### config.mk
export PLATFORM = sky130hd
export DESIGN_NAME = phase_continuous_led_flasher_top
export DESIGN_NICKNAME = d
export VERILOG_FILES = /design/src/hw/rtl/plf_pkg.sv /design/src/hw/rtl/plf_ctrl.sv /design/src/hw/rtl/plf_dp.sv /design/src/hw/rtl/phase_continuous_led_flasher_top.sv
export SDC_FILE = /design/constraint.sdc
export NUM_CORES = 2
export LEC_CHECK = 0
export BUFFER_PORTS_ARGS = -buffer_cell sky130_fd_sc_hd__buf_2
export CORE_MARGIN = 2
export CORE_UTILIZATION = 45
export CTS_BUF_LIST = sky130_fd_sc_hd__clkbuf_16
export DETAILED_ROUTE_END_ITERATION = 6
export PLACE_DENSITY_LB_ADDON = 0.08
export SETUP_SLACK_MARGIN = 0.02
export SLEW_MARGIN = 10
export SYNTH_ARGS = -nofsm -noshare
export SYNTH_HDL_FRONTEND = slang
export SYNTH_SLANG_ARGS = --single-unit
### constraint.sdc
create_clock -name clk_i -period 20 [get_ports clk_i]
set_input_delay 1 -clock clk_i [delete_from_list [all_inputs] [get_ports clk_i]]
set_output_delay 1 -clock clk_i [all_outputs]
set_load 0.02 [all_outputs]
### src/hw/rtl/plf_pkg.sv
// Shared types, constants and codes of the phase-continuous LED flasher.
`timescale 1ns / 1ps
`default_nettype none

package plf_pkg;

  localparam int unsigned TIME_WIDTH_DEF = 32;

  // Reset values of the configuration registers.
  localparam logic [15:0] PERIOD_MAX_RST = 16'd1000;
  localparam logic [15:0] PERIOD_MIN_RST = 16'd30;
  localparam logic [15:0] TIMEOUT_RST    = 16'd1000;

  // Full-scale control byte and the smallest legal blink period.
  localparam logic [15:0] CTRL_FULL_SCALE = 16'd255;
  localparam logic [15:0] PERIOD_FLOOR    = 16'd2;

  // Division by the full-scale byte as a multiply by ceil(2^32 / 255) and a shift by 32.
  // The quotient is exact for every dividend below 2^32 / 254, which covers 255 * 65535.
  localparam logic [24:0] CTRL_RECIP       = 25'd16843010;
  localparam int unsigned CTRL_RECIP_SHIFT = 32;

  // Width of the phase arithmetic and steps of the radix-2 divider.
  localparam int unsigned ACC_W     = 64;
  localparam int unsigned DIV_STEPS = ACC_W;

  // Configuration port.
  localparam int unsigned CFG_ADDR_W = 4;
  localparam int unsigned CFG_DATA_W = 32;
  localparam logic [1:0]  REG_PERIOD_MAX = 2'd0;
  localparam logic [1:0]  REG_PERIOD_MIN = 2'd1;
  localparam logic [1:0]  REG_TIMEOUT    = 2'd2;

  // Result stream: led_on, cur_period, padded to whole bytes.
  localparam int unsigned M_FIELDS_W = 17;
  localparam int unsigned M_TDATA_W  = ((M_FIELDS_W + 7) / 8) * 8;

  typedef enum logic [1:0] {
    DIV_SEL_PHASE,
    DIV_SEL_LED
  } plf_div_sel_e;

  typedef enum logic [3:0] {
    ST_IDLE,
    ST_DECODE,
    ST_PERIOD,
    ST_CHECK,
    ST_MAC_MUL,
    ST_MAC_ACC,
    ST_PHASE_GO,
    ST_PHASE_WAIT,
    ST_LED_GO,
    ST_LED_WAIT,
    ST_DONE
  } plf_state_e;

  typedef struct packed {
    logic         load;
    logic         scale_calc;
    logic         div_start;
    plf_div_sel_e div_sel;
    logic         period_calc;
    logic         mac_clear;
    logic         mac_mul;
    logic         mac_acc;
    logic         phase_upd;
    logic         out_load;
  } plf_cmd_t;

  typedef struct packed {
    logic cmd;
    logic div_busy;
    logic period_changed;
    logic mac_last;
    logic out_busy;
  } plf_sts_t;

endpackage

`default_nettype wire

### src/hw/rtl/plf_ctrl.sv
// Controller state machine that sequences one item through the datapath.
`timescale 1ns / 1ps
`default_nettype none

module plf_ctrl (
  input  wire logic             clk_i,
  input  wire logic             rst_ni,
  input  wire logic             s_valid_i,
  output logic                  s_ready_o,
  input  wire plf_pkg::plf_sts_t sts_i,
  output plf_pkg::plf_cmd_t     ctl_o
);

  plf_pkg::plf_state_e state_q, state_d;

  always_ff @(posedge clk_i or negedge rst_ni) begin
    if (!rst_ni) begin
      state_q <= plf_pkg::ST_IDLE;
    end else begin
      state_q <= state_d;
    end
  end

  always_comb begin
    state_d       = state_q;
    ctl_o         = '0;
    ctl_o.div_sel = plf_pkg::DIV_SEL_LED;
    s_ready_o     = 1'b0;
    unique case (state_q)
      plf_pkg::ST_IDLE: begin
        s_ready_o = 1'b1;
        if (s_valid_i) begin
          ctl_o.load = 1'b1;
          state_d    = plf_pkg::ST_DECODE;
        end
      end
      plf_pkg::ST_DECODE: begin
        if (sts_i.cmd) begin
          ctl_o.scale_calc = 1'b1;
          state_d          = plf_pkg::ST_PERIOD;
        end else begin
          state_d = plf_pkg::ST_LED_GO;
        end
      end
      plf_pkg::ST_PERIOD: begin
        ctl_o.period_calc = 1'b1;
        state_d           = plf_pkg::ST_CHECK;
      end
      plf_pkg::ST_CHECK: begin
        if (sts_i.period_changed) begin
          ctl_o.mac_clear = 1'b1;
          state_d         = plf_pkg::ST_MAC_MUL;
        end else begin
          state_d = plf_pkg::ST_LED_GO;
        end
      end
      plf_pkg::ST_MAC_MUL: begin
        ctl_o.mac_mul = 1'b1;
        state_d       = plf_pkg::ST_MAC_ACC;
      end
      plf_pkg::ST_MAC_ACC: begin
        ctl_o.mac_acc = 1'b1;
        if (sts_i.mac_last) begin
          state_d = plf_pkg::ST_PHASE_GO;
        end else begin
          state_d = plf_pkg::ST_MAC_MUL;
        end
      end
      // The last partial product has been added, so the numerator is complete here.
      plf_pkg::ST_PHASE_GO: begin
        ctl_o.div_start = 1'b1;
        ctl_o.div_sel   = plf_pkg::DIV_SEL_PHASE;
        state_d         = plf_pkg::ST_PHASE_WAIT;
      end
      plf_pkg::ST_PHASE_WAIT: begin
        if (!sts_i.div_busy) begin
          ctl_o.phase_upd = 1'b1;
          state_d         = plf_pkg::ST_LED_GO;
        end
      end
      plf_pkg::ST_LED_GO: begin
        ctl_o.div_start = 1'b1;
        ctl_o.div_sel   = plf_pkg::DIV_SEL_LED;
        state_d         = plf_pkg::ST_LED_WAIT;
      end
      plf_pkg::ST_LED_WAIT: begin
        if (!sts_i.div_busy) begin
          state_d = plf_pkg::ST_DONE;
        end
      end
      plf_pkg::ST_DONE: begin
        if (!sts_i.out_busy) begin
          ctl_o.out_load = 1'b1;
          state_d        = plf_pkg::ST_IDLE;
        end
      end
      default: begin
        state_d = plf_pkg::ST_IDLE;
      end
    endcase
  end

endmodule

`default_nettype wire

### src/hw/rtl/plf_dp.sv
// Datapath: item registers, phase state, shared divider, multiply-accumulate and result register.
`timescale 1ns / 1ps
`default_nettype none

module plf_dp #(
  parameter int unsigned TIME_WIDTH = plf_pkg::TIME_WIDTH_DEF
) (
  input  wire logic                  clk_i,
  input  wire logic                  rst_ni,
  input  wire logic                  in_cmd_i,
  input  wire logic [TIME_WIDTH-1:0] time_i,
  input  wire logic [7:0]            ctrl_value_i,
  input  wire logic [15:0]           period_max_i,
  input  wire logic [15:0]           period_min_i,
  input  wire logic [15:0]           timeout_i,
  input  wire plf_pkg::plf_cmd_t     ctl_i,
  output plf_pkg::plf_sts_t          sts_o,
  input  wire logic                  m_ready_i,
  output logic                       m_valid_o,
  output logic                       led_on_o,
  output logic [15:0]                cur_period_o
);

  localparam int unsigned AW  = plf_pkg::ACC_W;
  localparam int unsigned CNT_W = $clog2(plf_pkg::DIV_STEPS);

  // Item registers.
  logic                  in_cmd_q;
  logic [TIME_WIDTH-1:0] t_q;
  logic [23:0]           scale_mag_q;
  logic                  scale_neg_q;
  logic signed [17:0]    scaled_q;

  // Persistent state.
  logic [AW-1:0]         phase_q;
  logic [15:0]           blink_q;
  logic [TIME_WIDTH-1:0] last_q;
  logic                  seen_q;
  logic [15:0]           newp_q;

  // Divider.
  logic             div_busy_q;
  logic [CNT_W-1:0] div_cnt_q;
  logic [AW-1:0]    quo_q;
  logic [15:0]      rem_q;
  logic [15:0]      den_q;
  logic             neg_q;

  // Multiply-accumulate.
  logic [2:0]         step_q;
  logic signed [33:0] prod_q;
  logic [AW-1:0]      acc_q;

  // Result register.
  logic        m_valid_q;
  logic        led_q;
  logic [15:0] per_q;

  // Magnitude and sign of ctrl_value * (period_min - period_max).
  logic        span_neg;
  logic [15:0] span_mag;
  logic [23:0] scale_mag;

  assign span_neg  = period_min_i < period_max_i;
  assign span_mag  = span_neg ? (period_max_i - period_min_i) : (period_min_i - period_max_i);
  assign scale_mag = 24'(ctrl_value_i) * 24'(span_mag);

  // Truncating division of the scaled magnitude by the full-scale byte.
  logic [47:0] recip_prod;
  logic [15:0] scale_quo;

  assign recip_prod = 48'(scale_mag_q) * 48'(plf_pkg::CTRL_RECIP);
  assign scale_quo  = recip_prod[plf_pkg::CTRL_RECIP_SHIFT +: 16];

  logic [AW-1:0] t64;
  assign t64 = AW'(t_q);

  // Divider operand selection.
  logic [AW-1:0] div_num;
  logic [15:0]   div_den;

  always_comb begin
    unique case (ctl_i.div_sel)
      plf_pkg::DIV_SEL_PHASE: begin
        div_num = acc_q;
        div_den = blink_q;
      end
      default: begin
        div_num = t64 - phase_q;
        div_den = blink_q;
      end
    endcase
  end

  // One restoring step: shift in the next dividend bit, subtract if it fits.
  logic [16:0] div_sh, div_diff;
  logic        div_ge;
  logic [AW-1:0] quo_signed;

  assign div_sh     = {rem_q, quo_q[AW-1]};
  assign div_diff   = div_sh - {1'b0, den_q};
  assign div_ge     = div_sh >= {1'b0, den_q};
  assign quo_signed = neg_q ? (~quo_q + AW'(1)) : quo_q;

  always_ff @(posedge clk_i or negedge rst_ni) begin
    if (!rst_ni) begin
      div_busy_q <= 1'b0;
      div_cnt_q  <= '0;
    end else if (ctl_i.div_start) begin
      div_busy_q <= 1'b1;
      div_cnt_q  <= '0;
    end else if (div_busy_q) begin
      div_cnt_q <= div_cnt_q + CNT_W'(1);
      if (div_cnt_q == CNT_W'(plf_pkg::DIV_STEPS - 1)) begin
        div_busy_q <= 1'b0;
      end
    end
  end

  always_ff @(posedge clk_i) begin
    if (ctl_i.div_start) begin
      neg_q <= div_num[AW-1];
      quo_q <= div_num[AW-1] ? (~div_num + AW'(1)) : div_num;
      rem_q <= '0;
      den_q <= div_den;
    end else if (div_busy_q) begin
      quo_q <= {quo_q[AW-2:0], div_ge};
      rem_q <= div_ge ? div_diff[15:0] : div_sh[15:0];
    end
  end

  // New period from the signed scaled value, floored at two.
  logic signed [17:0] np;
  logic [15:0]        np_clamped;

  assign np         = $signed({2'b0, period_max_i}) + scaled_q;
  assign np_clamped = (np < $signed({2'b0, plf_pkg::PERIOD_FLOOR})) ?
                      plf_pkg::PERIOD_FLOOR : np[15:0];

  // Numerator t*(old-new) + new*phase, built from 16-bit slices of t and phase.
  logic [15:0]        mac_a;
  logic signed [16:0] mac_b;
  logic [AW-1:0]      prod_ext;

  assign mac_a    = step_q[2] ? phase_q[{step_q[1:0], 4'b0} +: 16]
                              : t64[{step_q[1:0], 4'b0} +: 16];
  assign mac_b    = step_q[2] ? $signed({1'b0, newp_q})
                              : $signed({1'b0, blink_q}) - $signed({1'b0, newp_q});
  assign prod_ext = {{(AW-34){prod_q[33]}}, prod_q};

  always_ff @(posedge clk_i) begin
    if (ctl_i.load) begin
      in_cmd_q    <= in_cmd_i;
      t_q         <= time_i;
      scale_mag_q <= scale_mag;
      scale_neg_q <= span_neg;
    end
    if (ctl_i.scale_calc) begin
      scaled_q <= scale_neg_q ? -$signed({2'b0, scale_quo}) : $signed({2'b0, scale_quo});
    end
    if (ctl_i.period_calc) begin
      newp_q <= np_clamped;
    end
    if (ctl_i.mac_clear) begin
      acc_q  <= '0;
      step_q <= '0;
    end else if (ctl_i.mac_acc) begin
      acc_q  <= acc_q + (prod_ext << {step_q[1:0], 4'b0});
      step_q <= step_q + 3'd1;
    end
    if (ctl_i.mac_mul) begin
      prod_q <= $signed({1'b0, mac_a}) * mac_b;
    end
  end

  always_ff @(posedge clk_i or negedge rst_ni) begin
    if (!rst_ni) begin
      phase_q <= '0;
      blink_q <= plf_pkg::PERIOD_MAX_RST;
      last_q  <= '0;
      seen_q  <= 1'b0;
    end else begin
      if (ctl_i.period_calc) begin
        last_q <= t_q;
        seen_q <= 1'b1;
      end
      if (ctl_i.phase_upd) begin
        phase_q <= quo_signed;
        blink_q <= newp_q;
      end
    end
  end

  // LED decision from the remainder of (t - phase) by the current period, given a frame within the timeout.
  logic [TIME_WIDTH-1:0] elapsed;
  logic                  recent, led_d;

  assign elapsed = t_q - last_q;
  assign recent  = elapsed < TIME_WIDTH'(timeout_i);
  assign led_d   = seen_q && recent && (neg_q || (rem_q < (blink_q >> 1)));

  always_ff @(posedge clk_i or negedge rst_ni) begin
    if (!rst_ni) begin
      m_valid_q <= 1'b0;
    end else if (ctl_i.out_load) begin
      m_valid_q <= 1'b1;
    end else if (m_ready_i) begin
      m_valid_q <= 1'b0;
    end
  end

  always_ff @(posedge clk_i) begin
    if (ctl_i.out_load) begin
      led_q <= led_d;
      per_q <= blink_q;
    end
  end

  assign m_valid_o    = m_valid_q;
  assign led_on_o     = led_q;
  assign cur_period_o = per_q;

  assign sts_o.cmd            = in_cmd_q;
  assign sts_o.div_busy       = div_busy_q;
  assign sts_o.period_changed = newp_q != blink_q;
  assign sts_o.mac_last       = step_q == 3'd7;
  assign sts_o.out_busy       = m_valid_q && !m_ready_i;

`ifndef NO_ASSERTIONS
  a_blink_floor: assert property (@(posedge clk_i) disable iff (!rst_ni)
    blink_q >= plf_pkg::PERIOD_FLOOR)
    else $error("blink period fell below the floor");

  a_rem_below_den: assert property (@(posedge clk_i) disable iff (!rst_ni)
    div_busy_q |-> (rem_q < den_q))
    else $error("divider remainder not below divisor");

  a_phase_after_div: assert property (@(posedge clk_i) disable iff (!rst_ni)
    ctl_i.phase_upd |-> !div_busy_q)
    else $error("phase written while divider busy");

  a_no_overwrite: assert property (@(posedge clk_i) disable iff (!rst_ni)
    ctl_i.out_load |-> !(m_valid_q && !m_ready_i))
    else $error("result register overwritten before transfer");
`endif

endmodule

`default_nettype wire

### src/hw/rtl/phase_continuous_led_flasher_top.sv
// Top level of the phase-continuous LED flasher: ports, configuration registers and packing.
//
//  Channel      Direction  Transfer when              Content
//  s_axis       in         tvalid & tready            tuser: cmd; tdata: time_ms, ctrl_value
//  m_axis       out        tvalid & tready            tdata: led_on, cur_period
//  APB          in/out     psel & penable & pwrite    period_max, period_min, timeout_ms
//
// The shared 64-step radix-2 divider does most of the work of an item: one division for the
// LED, one more for the phase when a frame changes the period. The 16-bit multiply-accumulate
// builds the phase numerator, and the byte scaling is a reciprocal multiply.
// One item is in work at a time; the next is taken while a result waits on m_axis.
// A stalled m_axis holds the block in its final state until the result is taken.
// Reset clears the phase, the frame flag and restores the register defaults.
`timescale 1ns / 1ps
`default_nettype none

module phase_continuous_led_flasher_top #(
  parameter int unsigned TIME_WIDTH = plf_pkg::TIME_WIDTH_DEF
) (
  input  wire logic                             clk_i,
  input  wire logic                             rst_ni,
  // Input item transfer.
  input  wire logic                             s_axis_tvalid_i,
  output logic                                  s_axis_tready_o,
  // tdata: time_ms[TIME_WIDTH-1:0], ctrl_value[7:0], zero pad.
  input  wire logic [((TIME_WIDTH+8+7)/8)*8-1:0] s_axis_tdata_i,
  // tuser: cmd.
  input  wire logic                             s_axis_tuser_i,
  // Result transfer.
  output logic                                  m_axis_tvalid_o,
  input  wire logic                             m_axis_tready_i,
  // tdata: led_on, cur_period[15:0], zero pad.
  output logic [plf_pkg::M_TDATA_W-1:0]          m_axis_tdata_o,
  // Configuration port.
  input  wire logic                             psel,
  input  wire logic                             penable,
  input  wire logic                             pwrite,
  input  wire logic [plf_pkg::CFG_ADDR_W-1:0]    paddr,
  input  wire logic [plf_pkg::CFG_DATA_W-1:0]    pwdata,
  output logic [plf_pkg::CFG_DATA_W-1:0]         prdata,
  output logic                                  pready
);

  logic [15:0] period_max_q, period_min_q, timeout_q;
  logic        cfg_wr;

  assign pready = 1'b1;
  assign cfg_wr = psel && penable && pwrite;

  always_ff @(posedge clk_i or negedge rst_ni) begin
    if (!rst_ni) begin
      period_max_q <= plf_pkg::PERIOD_MAX_RST;
      period_min_q <= plf_pkg::PERIOD_MIN_RST;
      timeout_q    <= plf_pkg::TIMEOUT_RST;
    end else if (cfg_wr) begin
      unique case (paddr[3:2])
        plf_pkg::REG_PERIOD_MAX: period_max_q <= pwdata[15:0];
        plf_pkg::REG_PERIOD_MIN: period_min_q <= pwdata[15:0];
        plf_pkg::REG_TIMEOUT:    timeout_q    <= pwdata[15:0];
        default: begin
        end
      endcase
    end
  end

  always_comb begin
    unique case (paddr[3:2])
      plf_pkg::REG_PERIOD_MAX: prdata = plf_pkg::CFG_DATA_W'(period_max_q);
      plf_pkg::REG_PERIOD_MIN: prdata = plf_pkg::CFG_DATA_W'(period_min_q);
      plf_pkg::REG_TIMEOUT:    prdata = plf_pkg::CFG_DATA_W'(timeout_q);
      default:                 prdata = '0;
    endcase
  end

  plf_pkg::plf_cmd_t ctl;
  plf_pkg::plf_sts_t sts;
  logic              led_on;
  logic [15:0]       cur_period;

  plf_ctrl u_ctrl (
    .clk_i     (clk_i),
    .rst_ni    (rst_ni),
    .s_valid_i (s_axis_tvalid_i),
    .s_ready_o (s_axis_tready_o),
    .sts_i     (sts),
    .ctl_o     (ctl)
  );

  plf_dp #(
    .TIME_WIDTH (TIME_WIDTH)
  ) u_dp (
    .clk_i        (clk_i),
    .rst_ni       (rst_ni),
    .in_cmd_i     (s_axis_tuser_i),
    .time_i       (s_axis_tdata_i[TIME_WIDTH-1:0]),
    .ctrl_value_i (s_axis_tdata_i[TIME_WIDTH +: 8]),
    .period_max_i (period_max_q),
    .period_min_i (period_min_q),
    .timeout_i    (timeout_q),
    .ctl_i        (ctl),
    .sts_o        (sts),
    .m_ready_i    (m_axis_tready_i),
    .m_valid_o    (m_axis_tvalid_o),
    .led_on_o     (led_on),
    .cur_period_o (cur_period)
  );

  assign m_axis_tdata_o = {{(plf_pkg::M_TDATA_W - plf_pkg::M_FIELDS_W){1'b0}}, cur_period, led_on};

endmodule

`default_nettype wire
==> impl_metrics.ini <==
[worst_setup_path]
rr_worst_depth = 35
required_ns = 20.42
critPathLaunchType = flip-flop
worstSetupPathType = flip-flop to flip-flop
worstSetupPathDepth = 35
crit_family = compound AO/OA/AOI/OAI gates
path_common_cell = fa_1
slowest_delay_ns = 0.80
cp_max_fo = 7
worstPathArrival_ns = 10.67
path_buf_inv = 3
worstSetupEndpointType = flip-flop
crit_slowest_cell = a2111oi_0

[global_route]
grt_pass1_vias = 41640
antenna_found_initial = 3
grtUsageTotal = 0.273
grt_pass1_wl_mm = 250
grt-ovfl-total = 0
grt_max_degree = 82

[place]
gp_routability_congestion = 0.948
dp_hpwl_mm = 128
io_buffer_count = 100

[synth]
syn_inst = 6111
synth_sequential_area_ratio = 0.245
yosys_most_used_dff = edfxtp_1
synth_edf_count = 224
synth.distinct_cells = 99
yosysWarnings = 0
syn_avg_cell_area_um2 = 8.51
async_flop_share = 0.360
netlist_area_um2 = 52000
yosys_register_bits = 480

[drt]
vias_per_cell = 5.63
drt_drc_violations_left = 0
wl_met1_mm = 71.1
routed.top_layer = met5
wl_mm = 162
dr_wl_met2_mm = 75.8
num_vias = 43019
wl_met3_mm = 8.33
wl_per_cell_um = 21.2
drtIter0Drc = 2986
drt_first_pass_iters = 5
detail-route-antenna-nets = 0

[run_status]
status = complete, no violations

[timing]
clock_skew_ns = 0.0465
slew_headroom = 0.159
fin_crit_sh = 0.512
rsz0062_at_grt = false
worst_pin_slew_ns = 1.25
max_freq_ghz = 0.0976
maxSlewViolCount = 0
min_period_ns = 10.24
setup_viol = 0
hold_viol_final = 0
fin_tns_setup_ns = 0

[final_layout]
layout.nets = 7058
seqCellArea_um2 = 12800
final_common_cell = nand2_1
nFillCells = 11132
layout_common_cells = 797 x nand2_1, 691 x inv_1, 581 x ha_1
syn_to_final_growth_pct = 7.47
multi_input_area_um2 = 35800
drive_gt1_frac = 0.0635

[floorplan]
io_pins = 143
die_w_um = 344
core-area_um2 = 115000
die_area_um2 = 118000
num_rows = 124
die_h_um = 344
start_util = 0.454

[clocking]
clk_pin_slew_ns = 0.06
cts_max_level = 2
post_cts_buffers = 0
cts_tree = built
cts.sinks = 480
cts.path.max_buffers = 3
ctsHoldBuffers = 0
cts_resized = 0
clk_latency_ns = 0.69
clockRootBuffer = clkbuf_16
cts_buffers = 60

[worst_hold_path]
hold_class = primary input to asynchronous set/reset pin

[run]
max-cap-violations = 0
-- worst register-to-register path: cells and delay by family, from the launching register on --
kind            cells  cell delay [ns]
simple gates        6             0.72
xor+xnor            2             0.23
compound gates     16             4.73
fa+ha+maj           8             3.72
flops               1             0.47
buf+inv             3             0.16
-- worst paths after layout --
kind	from	to	slack, ns
min in group clk_i	u_dp.seen_q$_DFFE_PN0P_	u_dp.seen_q$_DFFE_PN0P_	0.47
hold reg to reg	u_dp.seen_q$_DFFE_PN0P_	u_dp.seen_q$_DFFE_PN0P_	0.47
hold / removal	rst_ni	u_dp.last_q[29]$_DFFE_PN0P_	0.34
setup reg to reg	u_dp.blink_q[1]$_DFFE_PN0P_	u_dp.prod_q[33]$_DFFE_PP_	9.76
setup / recovery	u_dp.blink_q[1]$_DFFE_PN0P_	u_dp.prod_q[33]$_DFFE_PP_	9.76
max in group asynchronous	rst_ni	u_dp.blink_q[1]$_DFFE_PN0P_	17.65
-- per-layer routing --
metal  vias up  global-route usage
met5         -             0.00561
met2      1085               0.454
li1      20849                   -
met4         4              0.0977
met1     20854               0.366
met3       227              0.0332
-- stage by stage --
| stage | hold WS [ns] | utilization | setup slack [ns] | std cells | cell area [um2] |
|---|---|---|---|---|---|
| 2_1_floorplan | 0.440 | - | 10.98 | 6133 | 52100 |
| 3_3_place_gp | 0.456 | 0.471 | 9.91 | 7526 | 53900 |
| 3_5_place_dp | 0.460 | 0.471 | 9.80 | 7526 | 53900 |
| 4_1_cts | 0.340 | 0.488 | 9.83 | 7640 | 55900 |
| 5_1_grt | 0.373 | 0.488 | 8.94 | 7640 | 55900 |
| 6_report | 0.343 | 0.488 | 9.76 | 7641 | 55900 |
-- cells in the mapped netlist (92+ instances only) --
master / n / area, um2
xor2_1: 172 / 1510
fa_1: 317 / 6350
dfrtp_1: 151 / 3780
o21ai_0: 458 / 2290
nor3_1: 94 / 470
edfxtp_1: 224 / 6730
nand2_1: 798 / 3000
ha_1: 581 / 7270
mux2i_1: 92 / 921
clkbuf_1: 217 / 815
nor2_1: 408 / 1530
inv_1: 677 / 2540
a21oi_1: 411 / 2060
and2_1: 116 / 726
a21o_1: 119 / 893
xnor2_1: 182 / 1590
-- state kept, by name (all words and copies together) (netlist names), 18 cells and up --
register / cells
u_dp.scale_mag_q: 24
u_dp.scaled_q: 18
u_dp.last_q: 32
u_dp.quo_q: 64
u_dp.acc_q: 64
u_dp.phase_q: 64
u_dp.t_q: 32
u_dp.prod_q: 34
-- cells by family (layout without fill, tap and decap cells) --
family	after synthesis	in the layout	share of synthesized area
AND/OR/NAND/NOR	1862	1862	0.166
buffers and inverters	951	946	0.0707
AO/OA/AOI/OAI	1431	1431	0.167
XOR/XNOR	354	354	0.0596
other	2	25	0.000144
multiplexers	133	133	0.0300
adder cells (fa/ha/maj)	898	898	0.262
flip-flops	480	480	0.245
-- layout make-up --
type	instances	share of cell area
sequential	480	0.228
antenna	1	0.0000448
multi-input combinational	4702	0.641
timing repair buffer	153	0.0162
inverter	679	0.0456
clock buffer	60	0.0269
tap	1512	0.0338
clock inverter	54	0.00875
Power is not shown: default switching activity piles up to over one toggle a cycle in this logic, so the estimate is an artifact.
